<file path="config.mk">
export PLATFORM = sky130hd
export DESIGN_NAME = json_byte_tokenizer_top
export DESIGN_NICKNAME = d
export VERILOG_FILES = /design/src/design/jbt_pkg.sv /design/src/design/json_byte_tokenizer_top.sv
export SDC_FILE = /design/constraint.sdc
export NUM_CORES = 1
export LEC_CHECK = 0
export ABC_CLOCK_PERIOD_IN_PS = 3700
export BUFFER_PORTS_ARGS = -buffer_cell sky130_fd_sc_hd__clkbuf_2
export CAP_MARGIN = 40
export CORE_UTILIZATION = 50
export DETAILED_ROUTE_END_ITERATION = 16
export PLACE_DENSITY = 0.82
export SLEW_MARGIN = 20
export SYNTH_ARGS = -nofsm -noshare
export SYNTH_HDL_FRONTEND = slang
export SYNTH_SLANG_ARGS = --single-unit
</file>
<file path="constraint.sdc">
create_clock -name i_clk -period 3.7 [get_ports i_clk]
set_input_delay 0.74 -clock i_clk [delete_from_list [all_inputs] [get_ports i_clk]]
set_output_delay 0.74 -clock i_clk [all_outputs]
set_load 0.01 [all_outputs]
</file>
<file path="src/design/jbt_pkg.sv">
package jbt_pkg;

    localparam int LineBitsDef   = 16;
    localparam int ColumnBitsDef = 16;

    // Event kinds.
    localparam logic [1:0] EV_CONTENT = 2'd0;
    localparam logic [1:0] EV_TOKEN   = 2'd1;
    localparam logic [1:0] EV_ERROR   = 2'd2;

    // Token types.
    localparam logic [3:0] TK_LBRACE = 4'd0;
    localparam logic [3:0] TK_RBRACE = 4'd1;
    localparam logic [3:0] TK_LBRACK = 4'd2;
    localparam logic [3:0] TK_RBRACK = 4'd3;
    localparam logic [3:0] TK_COLON  = 4'd4;
    localparam logic [3:0] TK_COMMA  = 4'd5;
    localparam logic [3:0] TK_STRING = 4'd6;
    localparam logic [3:0] TK_INT    = 4'd7;
    localparam logic [3:0] TK_FLOAT  = 4'd8;
    localparam logic [3:0] TK_TRUE   = 4'd9;
    localparam logic [3:0] TK_FALSE  = 4'd10;
    localparam logic [3:0] TK_NULL   = 4'd11;
    localparam logic [3:0] TK_SYMBOL = 4'd12;
    localparam logic [3:0] TK_END    = 4'd13;

    // Error codes.
    localparam logic [2:0] ER_NUM_END = 3'd0;
    localparam logic [2:0] ER_CHAR    = 3'd1;
    localparam logic [2:0] ER_EOF_STR = 3'd2;
    localparam logic [2:0] ER_CTRL    = 3'd3;
    localparam logic [2:0] ER_ESC     = 3'd4;
    localparam logic [2:0] ER_HEX     = 3'd5;

    // Lexer modes.
    localparam logic [2:0] MD_IDLE = 3'd0;
    localparam logic [2:0] MD_NUM  = 3'd1;
    localparam logic [2:0] MD_SYM  = 3'd2;
    localparam logic [2:0] MD_STR  = 3'd3;
    localparam logic [2:0] MD_END  = 3'd4;

    // Number sub-states.
    localparam logic [3:0] NS_SIGN    = 4'd1;
    localparam logic [3:0] NS_ZERO    = 4'd2;
    localparam logic [3:0] NS_INT     = 4'd3;
    localparam logic [3:0] NS_POINT   = 4'd4;
    localparam logic [3:0] NS_FRAC    = 4'd5;
    localparam logic [3:0] NS_EXP     = 4'd6;
    localparam logic [3:0] NS_EXPSIGN = 4'd7;
    localparam logic [3:0] NS_EXPVAL  = 4'd8;

    // String sub-states; HEX0..HEX0+3 collect the four hex digits.
    localparam logic [3:0] SS_OPEN = 4'd1;
    localparam logic [3:0] SS_ESC  = 4'd2;
    localparam logic [3:0] SS_HEX0 = 4'd3;
    localparam logic [3:0] SS_HEX3 = 4'd6;

    localparam logic [15:0] Utf8Lim1 = 16'h0080;
    localparam logic [15:0] Utf8Lim2 = 16'h0800;
    localparam logic [7:0]  Lead2    = 8'hC0;
    localparam logic [7:0]  Lead3    = 8'hE0;
    localparam logic [7:0]  Cont     = 8'h80;
    localparam logic [5:0]  Mask6    = 6'h3F;
    localparam logic [4:0]  Mask5    = 5'h1F;

    typedef struct packed {
        logic [1:0] kind;
        logic [3:0] ttype;
        logic [7:0] data;
        logic [2:0] err;
    } t_event;

    function automatic logic is_digit(input logic [7:0] c);
        return (c >= "0") && (c <= "9");
    endfunction

    function automatic logic is_ident(input logic [7:0] c);
        return ((c >= "a") && (c <= "z")) || ((c >= "A") && (c <= "Z")) || (c == "_");
    endfunction

    // Prefix matcher: 1..4 true, 5..9 false, 10..13 null.
    function automatic logic [3:0] kw_next(input logic [3:0] s, input logic [7:0] c);
        logic [3:0] r;
        r = 4'd0;
        case (s)
            4'd1:  if (c == "r") r = 4'd2;
            4'd2:  if (c == "u") r = 4'd3;
            4'd3:  if (c == "e") r = 4'd4;
            4'd5:  if (c == "a") r = 4'd6;
            4'd6:  if (c == "l") r = 4'd7;
            4'd7:  if (c == "s") r = 4'd8;
            4'd8:  if (c == "e") r = 4'd9;
            4'd10: if (c == "u") r = 4'd11;
            4'd11: if (c == "l") r = 4'd12;
            4'd12: if (c == "l") r = 4'd13;
            default: r = 4'd0;
        endcase
        return r;
    endfunction

    function automatic logic [3:0] kw_type(input logic [3:0] s);
        logic [3:0] r;
        case (s)
            4'd4:    r = TK_TRUE;
            4'd9:    r = TK_FALSE;
            4'd13:   r = TK_NULL;
            default: r = TK_SYMBOL;
        endcase
        return r;
    endfunction

endpackage

</file>
<file path="src/design/json_byte_tokenizer_top.sv">
// Byte-serial JSON lexer.
// Input channel: one text byte per transfer (i_text_byte, i_end_of_input),
// handshaked by i_in_valid / o_in_stall. Byte 0 also marks end of input.
// Output channel: result items on o_out_valid / i_out_stall, one per transfer;
// o_last_of_run marks the final result that a byte caused.
// Each byte is decoded in the cycle it is accepted into a bank of up to three
// results; the first appears in the cycle after acceptance. A byte that causes
// one result or none sustains one byte per cycle while the receiver does not
// stall. A byte that causes two or three results (a \u escape, or a pending
// token closed by punctuation or the end mark) holds the output until all are
// sent; the input is stalled while the bank holds more than its last result,
// or while the receiver stalls that one. Bytes that cause no result
// (whitespace, escape prefixes, hex digits) give no output transfer. After an
// error the block takes bytes and returns nothing until reset. After the end
// mark every byte returns one end token. Reset (synchronous, active low)
// returns to idle, line 1, column 0, and drops any results not yet delivered.
module json_byte_tokenizer_top #(
    parameter int LINE_BITS   = jbt_pkg::LineBitsDef,
    parameter int COLUMN_BITS = jbt_pkg::ColumnBitsDef
) (
    input  logic                   i_clk,
    input  logic                   i_rst_n,
    input  logic                   i_in_valid,
    output logic                   o_in_stall,
    input  logic [7:0]             i_text_byte,
    input  logic                   i_end_of_input,
    output logic                   o_out_valid,
    input  logic                   i_out_stall,
    output logic [1:0]             o_event_kind,
    output logic [3:0]             o_token_type,
    output logic [7:0]             o_data_byte,
    output logic [2:0]             o_error_code,
    output logic [LINE_BITS-1:0]   o_line_number,
    output logic [COLUMN_BITS-1:0] o_column_number,
    output logic                   o_last_of_run
);
    import jbt_pkg::*;

    localparam logic [LINE_BITS-1:0]   LineMax = '1;
    localparam logic [COLUMN_BITS-1:0] ColMax  = '1;

    logic [2:0]             r_mode;
    logic [3:0]             r_sub;
    logic [15:0]            r_uacc;
    logic [3:0]             r_kw;
    logic [LINE_BITS-1:0]   r_line;
    logic [COLUMN_BITS-1:0] r_col;
    logic                   r_halted;

    // Result bank: up to three results of one byte, r_cnt left to send.
    t_event                 r_ev [3];
    logic [1:0]             r_cnt;
    logic [1:0]             r_pos;
    logic [LINE_BITS-1:0]   r_ev_line;
    logic [COLUMN_BITS-1:0] r_ev_col;

    logic [2:0]             n_mode;
    logic [3:0]             n_sub;
    logic [15:0]            n_uacc;
    logic [3:0]             n_kw;
    logic [LINE_BITS-1:0]   n_line;
    logic [COLUMN_BITS-1:0] n_col;
    logic                   n_halted;
    t_event                 n_ev [3];
    logic [1:0]             n_n;
    logic [COLUMN_BITS-1:0] col_inc;

    logic accept, out_xfer, bank_free;

    assign out_xfer  = o_out_valid && !i_out_stall;
    assign bank_free = (r_cnt == 2'd0) || ((r_cnt == 2'd1) && !i_out_stall);
    assign o_in_stall = !bank_free;
    assign accept    = i_in_valid && bank_free;

    always_comb begin
        logic [7:0]  c;
        logic        eof;
        logic        ok;
        logic        nl;
        logic [3:0]  h;
        logic        hv;
        logic [15:0] u;
        logic [3:0]  nx;
        logic [7:0]  d;
        logic        dv;
        t_event      e;

        c  = i_text_byte;
        eof = i_end_of_input || (c == 8'd0);
        ok = 1'b1;
        nl = 1'b0;
        h  = 4'd0;
        hv = 1'b0;
        u  = 16'd0;
        nx = 4'd0;
        d  = 8'd0;
        dv = 1'b1;
        e  = '0;
        n_mode   = r_mode;
        n_sub    = r_sub;
        n_uacc   = r_uacc;
        n_kw     = r_kw;
        n_line   = r_line;
        n_halted = r_halted;
        n_n      = 2'd0;
        for (int k = 0; k < 3; k++) n_ev[k] = '0;
        col_inc  = (r_col < ColMax) ? r_col + 1'b1 : r_col;
        n_col    = r_col;

        if (r_halted) begin
            n_n = 2'd0;
        end else if (r_mode == MD_END) begin
            n_ev[0] = '{kind: EV_TOKEN, ttype: TK_END, data: 8'd0, err: 3'd0};
            n_n = 2'd1;
        end else begin
            n_col = col_inc;
            if (r_mode == MD_STR) begin
                if (eof) begin
                    n_ev[0] = '{kind: EV_ERROR, ttype: 4'd0, data: 8'd0, err: ER_EOF_STR};
                    n_n = 2'd1; n_halted = 1'b1;
                end else if (c < 8'h20) begin
                    n_ev[0] = '{kind: EV_ERROR, ttype: 4'd0, data: 8'd0, err: ER_CTRL};
                    n_n = 2'd1; n_halted = 1'b1;
                end else if (r_sub == SS_ESC) begin
                    case (c)
                        "\"":    d = 8'h22;
                        "\\":    d = 8'h5C;
                        "/":     d = 8'h2F;
                        "b":     d = 8'h08;
                        "f":     d = 8'h0C;
                        "n":     d = 8'h0A;
                        "r":     d = 8'h0D;
                        "t":     d = 8'h09;
                        default: dv = 1'b0;
                    endcase
                    if (c == "u") begin
                        n_sub = SS_HEX0; n_uacc = 16'd0;
                    end else if (dv) begin
                        n_ev[0] = '{kind: EV_CONTENT, ttype: 4'd0, data: d, err: 3'd0};
                        n_n = 2'd1; n_sub = SS_OPEN;
                    end else begin
                        n_ev[0] = '{kind: EV_ERROR, ttype: 4'd0, data: 8'd0, err: ER_ESC};
                        n_n = 2'd1; n_halted = 1'b1;
                    end
                end else if (r_sub >= SS_HEX0 && r_sub <= SS_HEX3) begin
                    if (is_digit(c)) begin
                        h = c[3:0]; hv = 1'b1;
                    end else if ((c >= "a" && c <= "f") || (c >= "A" && c <= "F")) begin
                        h = c[3:0] + 4'd9; hv = 1'b1;
                    end
                    if (!hv) begin
                        n_ev[0] = '{kind: EV_ERROR, ttype: 4'd0, data: 8'd0, err: ER_HEX};
                        n_n = 2'd1; n_halted = 1'b1;
                    end else begin
                        u = {r_uacc[11:0], h};
                        n_uacc = u;
                        if (r_sub != SS_HEX3) begin
                            n_sub = r_sub + 4'd1;
                        end else begin
                            n_sub = SS_OPEN;
                            if (u < Utf8Lim1) begin
                                n_ev[0] = '{EV_CONTENT, 4'd0, u[7:0], 3'd0};
                                n_n = 2'd1;
                            end else if (u < Utf8Lim2) begin
                                n_ev[0] = '{EV_CONTENT, 4'd0,
                                            {3'd0, u[10:6] & Mask5} | Lead2, 3'd0};
                                n_ev[1] = '{EV_CONTENT, 4'd0,
                                            {2'd0, u[5:0] & Mask6} | Cont, 3'd0};
                                n_n = 2'd2;
                            end else begin
                                n_ev[0] = '{EV_CONTENT, 4'd0, {4'd0, u[15:12]} | Lead3, 3'd0};
                                n_ev[1] = '{EV_CONTENT, 4'd0,
                                            {2'd0, u[11:6] & Mask6} | Cont, 3'd0};
                                n_ev[2] = '{EV_CONTENT, 4'd0,
                                            {2'd0, u[5:0] & Mask6} | Cont, 3'd0};
                                n_n = 2'd3;
                            end
                        end
                    end
                end else if (c == "\\") begin
                    n_sub = SS_ESC;
                end else if (c == "\"") begin
                    n_ev[0] = '{EV_TOKEN, TK_STRING, 8'd0, 3'd0};
                    n_n = 2'd1; n_mode = MD_IDLE; n_sub = 4'd0;
                end else begin
                    n_ev[0] = '{EV_CONTENT, 4'd0, c, 3'd0};
                    n_n = 2'd1;
                end
            end else begin
                // Bytes that end a pending number or symbol.
                logic term;
                term = eof || c == " " || c == 8'h0A || c == 8'h0D || c == 8'h09 ||
                       c == 8'h0C || c == "{" || c == "}" || c == "[" || c == "]" ||
                       c == ":" || c == "," || c == "\"";
                if (term) begin
                    e = '0;
                    if (r_mode == MD_NUM) begin
                        if (r_sub == NS_SIGN || r_sub == NS_POINT || r_sub == NS_EXP ||
                            r_sub == NS_EXPSIGN) begin
                            ok = 1'b0;
                            n_ev[0] = '{EV_ERROR, 4'd0, 8'd0, ER_NUM_END};
                            n_n = 2'd1; n_halted = 1'b1;
                        end else begin
                            n_ev[0] = '{EV_TOKEN, (r_sub < NS_POINT) ? TK_INT : TK_FLOAT,
                                        8'd0, 3'd0};
                            n_n = 2'd1;
                        end
                    end else if (r_mode == MD_SYM) begin
                        n_ev[0] = '{EV_TOKEN, kw_type(r_kw), 8'd0, 3'd0};
                        n_n = 2'd1;
                    end
                    if (ok) begin
                        n_mode = MD_IDLE; n_sub = 4'd0; n_kw = 4'd0;
                        e.kind = EV_TOKEN;
                        dv = 1'b1;
                        if (eof) begin
                            e.ttype = TK_END; n_mode = MD_END;
                        end else begin
                            case (c)
                                "{":     e.ttype = TK_LBRACE;
                                "}":     e.ttype = TK_RBRACE;
                                "[":     e.ttype = TK_LBRACK;
                                "]":     e.ttype = TK_RBRACK;
                                ":":     e.ttype = TK_COLON;
                                ",":     e.ttype = TK_COMMA;
                                default: dv = 1'b0;
                            endcase
                            if (c == "\"") begin
                                n_mode = MD_STR; n_sub = SS_OPEN;
                            end
                            nl = (c == 8'h0A);
                        end
                        if (dv) begin
                            n_ev[n_n] = e;
                            n_n = n_n + 2'd1;
                        end
                    end
                end else if (r_mode == MD_NUM) begin
                    case (r_sub)
                        NS_SIGN:    if (c == "0") nx = NS_ZERO;
                                    else if (is_digit(c)) nx = NS_INT;
                        NS_ZERO:    if (c == ".") nx = NS_POINT;
                                    else if (c == "e" || c == "E") nx = NS_EXP;
                        NS_INT:     if (c == ".") nx = NS_POINT;
                                    else if (c == "e" || c == "E") nx = NS_EXP;
                                    else if (is_digit(c)) nx = NS_INT;
                        NS_POINT:   if (is_digit(c)) nx = NS_FRAC;
                        NS_FRAC:    if (is_digit(c)) nx = NS_FRAC;
                                    else if (c == "e" || c == "E") nx = NS_EXP;
                        NS_EXP:     if (c == "+" || c == "-") nx = NS_EXPSIGN;
                                    else if (is_digit(c)) nx = NS_EXPVAL;
                        NS_EXPSIGN: if (is_digit(c)) nx = NS_EXPVAL;
                        NS_EXPVAL:  if (is_digit(c)) nx = NS_EXPVAL;
                        default:    nx = 4'd0;
                    endcase
                    n_n = 2'd1;
                    if (nx == 4'd0) begin
                        n_ev[0] = '{EV_ERROR, 4'd0, 8'd0, ER_CHAR};
                        n_halted = 1'b1;
                    end else begin
                        n_ev[0] = '{EV_CONTENT, 4'd0, c, 3'd0};
                        n_sub = nx;
                    end
                end else if (r_mode == MD_SYM) begin
                    n_n = 2'd1;
                    if (is_ident(c) || is_digit(c)) begin
                        n_kw = kw_next(r_kw, c);
                        n_ev[0] = '{EV_CONTENT, 4'd0, c, 3'd0};
                    end else begin
                        n_ev[0] = '{EV_ERROR, 4'd0, 8'd0, ER_CHAR};
                        n_halted = 1'b1;
                    end
                end else begin
                    n_n = 2'd1;
                    if (c == "-" || is_digit(c)) begin
                        n_mode = MD_NUM;
                        n_sub = (c == "-") ? NS_SIGN : (c == "0") ? NS_ZERO : NS_INT;
                        n_ev[0] = '{EV_CONTENT, 4'd0, c, 3'd0};
                    end else if (is_ident(c)) begin
                        n_mode = MD_SYM; n_sub = 4'd0;
                        n_kw = (c == "t") ? 4'd1 : (c == "f") ? 4'd5 :
                               (c == "n") ? 4'd10 : 4'd0;
                        n_ev[0] = '{EV_CONTENT, 4'd0, c, 3'd0};
                    end else begin
                        n_ev[0] = '{EV_ERROR, 4'd0, 8'd0, ER_CHAR};
                        n_halted = 1'b1;
                    end
                end
            end
        end
        if (nl) begin
            n_col = '0;
            n_line = (r_line < LineMax) ? r_line + 1'b1 : r_line;
        end
    end

    always_ff @(posedge i_clk) begin
        if (!i_rst_n) begin
            r_mode   <= MD_IDLE;
            r_sub    <= 4'd0;
            r_uacc   <= 16'd0;
            r_kw     <= 4'd0;
            r_line   <= {{(LINE_BITS-1){1'b0}}, 1'b1};
            r_col    <= '0;
            r_halted <= 1'b0;
            r_cnt    <= 2'd0;
            r_pos    <= 2'd0;
        end else begin
            if (accept) begin
                r_mode   <= n_mode;
                r_sub    <= n_sub;
                r_uacc   <= n_uacc;
                r_kw     <= n_kw;
                r_line   <= n_line;
                r_col    <= n_col;
                r_halted <= n_halted;
                r_cnt    <= n_n;
                r_pos    <= 2'd0;
            end else if (out_xfer) begin
                r_cnt <= r_cnt - 2'd1;
                r_pos <= r_pos + 2'd1;
            end
        end
    end

    // Results report the counters before any newline update of the same byte.
    always_ff @(posedge i_clk) begin
        if (accept) begin
            for (int k = 0; k < 3; k++) r_ev[k] <= n_ev[k];
            r_ev_line <= r_line;
            r_ev_col  <= (r_halted || r_mode == MD_END) ? r_col : col_inc;
        end
    end

    t_event cur;
    always_comb begin
        case (r_pos)
            2'd0:    cur = r_ev[0];
            2'd1:    cur = r_ev[1];
            2'd2:    cur = r_ev[2];
            default: cur = r_ev[0];
        endcase
    end

    assign o_out_valid     = (r_cnt != 2'd0);
    assign o_event_kind    = cur.kind;
    assign o_token_type    = cur.ttype;
    assign o_data_byte     = cur.data;
    assign o_error_code    = cur.err;
    assign o_line_number   = r_ev_line;
    assign o_column_number = r_ev_col;
    assign o_last_of_run   = (r_cnt == 2'd1);

`ifndef SYNTHESIS
    a_no_accept_busy: assert property (@(posedge i_clk) disable iff (!i_rst_n)
        (r_cnt > 2'd1) |-> o_in_stall)
        else $error("input taken while result bank holds several results");

    a_halt_sticky: assert property (@(posedge i_clk) disable iff (!i_rst_n)
        r_halted |=> r_halted)
        else $error("halt cleared without reset");

    a_halt_silent: assert property (@(posedge i_clk) disable iff (!i_rst_n)
        ($past(r_halted) && r_halted && $past(accept)) |-> (r_cnt == 2'd0))
        else $error("results produced after halt");

    a_error_last: assert property (@(posedge i_clk) disable iff (!i_rst_n)
        (o_out_valid && o_event_kind == EV_ERROR) |-> (o_last_of_run && r_halted))
        else $error("error result is not final");
`endif

endmodule

</file>
==> flow_summary.yaml <==
power:
  power.leakage_nw: 3.29
  pwr_density_cell_nw_per_um2: 495
  switching_share_pct: 31.7
  power.switching_mw: 1.42
  vdd_drop_max_mv: 0.357
  seq_power_share_pct: 39.8
  clkPwrFrac_pct: 38.4
  internal-power_mw: 3.05
  combPwrFrac_pct: 21.8
detailed_routing:
  vias: 7385
  drtPass1Iterations: 6
  drtIter0Drc: 933
  ant_nets: 0
  wire_per_inst_microns: 19.3
  drt_wl_total_microns: 22300
  drc: 0
  viasPerCell: 6.39
run_status:
  status: "finished, final reports clean"
timing:
  whs_ns: 0.500
  finalHoldViolations: 0
  slew_viol_final: 0
  setup_ws_ns: 0.623
  clock_skew_ns: 0.0125
  setup_viol: 0
  rsz0062_at_grt: "false"
  min_period_ns: 3.08
  fmax_ghz: 0.325
  post-route-period-util_pct: 83.2
  max_slew_margin_pct: 41.6
  setup_tns_ns: 0
  worst_slew_pin_slew_ns: 0.875
clock_network:
  cts.path.max_buffers: 2
  numCtsBuffers: 17
  cts_tree: "yes"
  cts_setup_buffers: 0
  cts_sinks: 128
  cts_hold_buf: 0
  cts_root_buf: "clkbuf_16"
  cts_resized: 0
  h-tree-depth: 4
  insertion_delay_ns: 0.43
  clk_pin_slew_ns: 0.07
die:
  start_util_pct: 51.3
  fp.dieH_microns: 127
  die-area_sq_um: 16100
  core_area_sq_um: 15200
  dieWidth_microns: 127
  io-pin-count: 65
  row_count: 45
synth:
  yosys.area.top_type: "edfxtp_1"
  async_flop_share_pct: 0
  synthesis.area_sq_um: 7800
  ys_ff_latch: 128
  syn_avg_cell_area_sq_um: 8.76
  yosys.area.top_type_share_pct: 26.2
  ys_types: 95
  synth_most_common_cell: "nor2_1"
  seq_area_frac_synth_pct: 41.6
  yosys_warnings: 0
  syn-num-nets: 915
  netlist_instances: 891
  yosys-top-cells-area: "edfxtp_1 26%, dfxtp_1 15%, a21oi_1 4.7%, nor2_1 4.4%, nand2_1 3.6%"
  synth_edf_count: 68
  ys.flop_type: "edfxtp_1"
  synth_common_cells: "91 x nor2_1, 75 x nand2_1, 73 x a21oi_1"
worst_setup_path:
  end_kind: "output pin"
  startpoint_type: "flip-flop"
  worstSetupPathType: "flip-flop to output pin"
  cp_data_required_time_ns: 2.96
  cp_max_fo: 26
  arrival_ns: 2.34
global_routing:
  met1_usage_pct: 36.6
  grt_pass1_wl_microns: 35200
  grt_pass1_vias: 6702
  use_met2_pct: 44.6
  met3_usage_pct: 6.71
  grt_max_degree: 69
  top_usage_layer: "met2"
  grt.total_usage_pct: 28.2
  antenna_found_initial: 0
  grt-ovfl-total: 0
placed_design:
  io_buffers: 64
  place_congestion: 0.978
  place_area_sq_um: 8400
  dpl.cell_count: 1122
  dp_hpwl_microns: 15700
  pre_cts_ws_ns: 0.338
finish:
  area_delta_synth_final_pct: 15.6
  final_area_sq_um: 9020
  stdcell_count: 1155
  fin_nets: 978
  fill_cells: 1282
  multi_input_area_sq_um: 4200
  antenna_cells: 0
  layout.area.seq_sq_um: 3240
  final_layout_size_suffix_gt1_share_pct: 18.9
hold_path:
  min_path_type: "flip-flop to flip-flop"
job:
  max-cap-violations: 0
## final timing paths
| check | start | to | slack (ns) | cells after the start |
|---|---|---|---|---|
| max | r_pos[0] | o_token_type[0] | 0.62 | 5 |
| min | r_uacc[10] | r_uacc[10] | 0.50 | 2 |
| max reg2reg | r_sub[2] | r_ev[0][4] | 0.92 | 8 |
| min reg2reg | r_uacc[10] | r_uacc[10] | 0.50 | 2 |
## cells by family (layout without fill, tap and decap cells)
| kind of cell | Yosys count | count (layout) | share of synthesized area (%) |
|---|---|---|---|
| adders and majority gates | 11 | 11 | 1.76 |
| DFF | 128 | 128 | 41.6 |
| muxes | 16 | 16 | 2.10 |
| xor gates and xnor gates | 25 | 25 | 2.81 |
| and+or+nand+nor | 402 | 402 | 28.3 |
| AOI/OAI and AO/OA | 224 | 224 | 18.8 |
| buffers and inverters | 85 | 161 | 4.66 |
## final cells by class
| type | count | area share [%] |
|---|---|---|
| repair buffers | 107 | 7.31 |
| multi-input cells | 678 | 46.6 |
| clock buffers | 17 | 4.72 |
| inverters | 22 | 0.915 |
| clock inverters | 15 | 1.91 |
| flip-flops and latches | 128 | 36.0 |
| well taps | 188 | 2.61 |
## power groups by stage
| stage | combinational [mW] | clock [mW] | sequential, mW |
|---|---|---|---|
| after floorplan | 0.588 | 0 | 1.80 |
| after global placement | 0.929 | 0 | 1.80 |
| after detailed placement | 0.939 | 0 | 1.81 |
| after CTS | 0.945 | 1.72 | 1.78 |
| after global routing | 1.05 | 1.78 | 1.79 |
| final | 0.972 | 1.72 | 1.78 |
## layer usage
layer / wire length (microns) / share of wire (%)
met1: 9450 / 42
met5: 0 / 0
met4: 766 / 3.4
met2: 10200 / 46
met3: 1830 / 8.2
## sequential cells by signal, summed over array words and instances, names as in the netlist
name	cells
o_column_number	16
o_line_number	16
r_cnt	2
r_col	16
r_ev	36
r_halted	1
r_kw	4
r_line	16
r_mode	3
r_pos	2
r_sub	4
r_uacc	12
## critical path, cell delays in order (launching register included)
cell and delay (ns):
dfxtp_1 0.41, inv_1 0.07, ha_1 0.58, nor2b_1 0.46
a22o_1 0.25, clkbuf_2 0.15
## stage by stage
stage | utilization (%) | total power, mW
2_1_floorplan | - | 2.39
3_3_place_gp | 55.2 | 2.73
3_5_place_dp | 55.3 | 2.74
4_1_cts | 59.2 | 4.44
5_1_grt | 59.3 | 4.62
6_report | 59.3 | 4.46
## layout by cell type (no fill, tap or decap), types with 7 or more instances in the layout
master and count:
nor2_1 91, inv_1 21, mux2i_1 13, xnor2_1 16
clkbuf_2 64, edfxtp_1 68, ha_1 11, nand2b_1 20
a22oi_1 13, a31oi_1 13, clkbuf_16 17, or3_1 11
nand3_1 44, nor3_1 30, a211oi_1 14, nor4_1 11
and2_1 14, o21ai_1 7, a21oi_1 73, dfxtp_1 60
xor2_1 9, buf_4 41, nor2b_1 13, o21ai_0 41
and3_1 9, nand2_1 75, or4_1 9, nand4_1 21
Note: power is estimated with default switching activity, not from simulation.
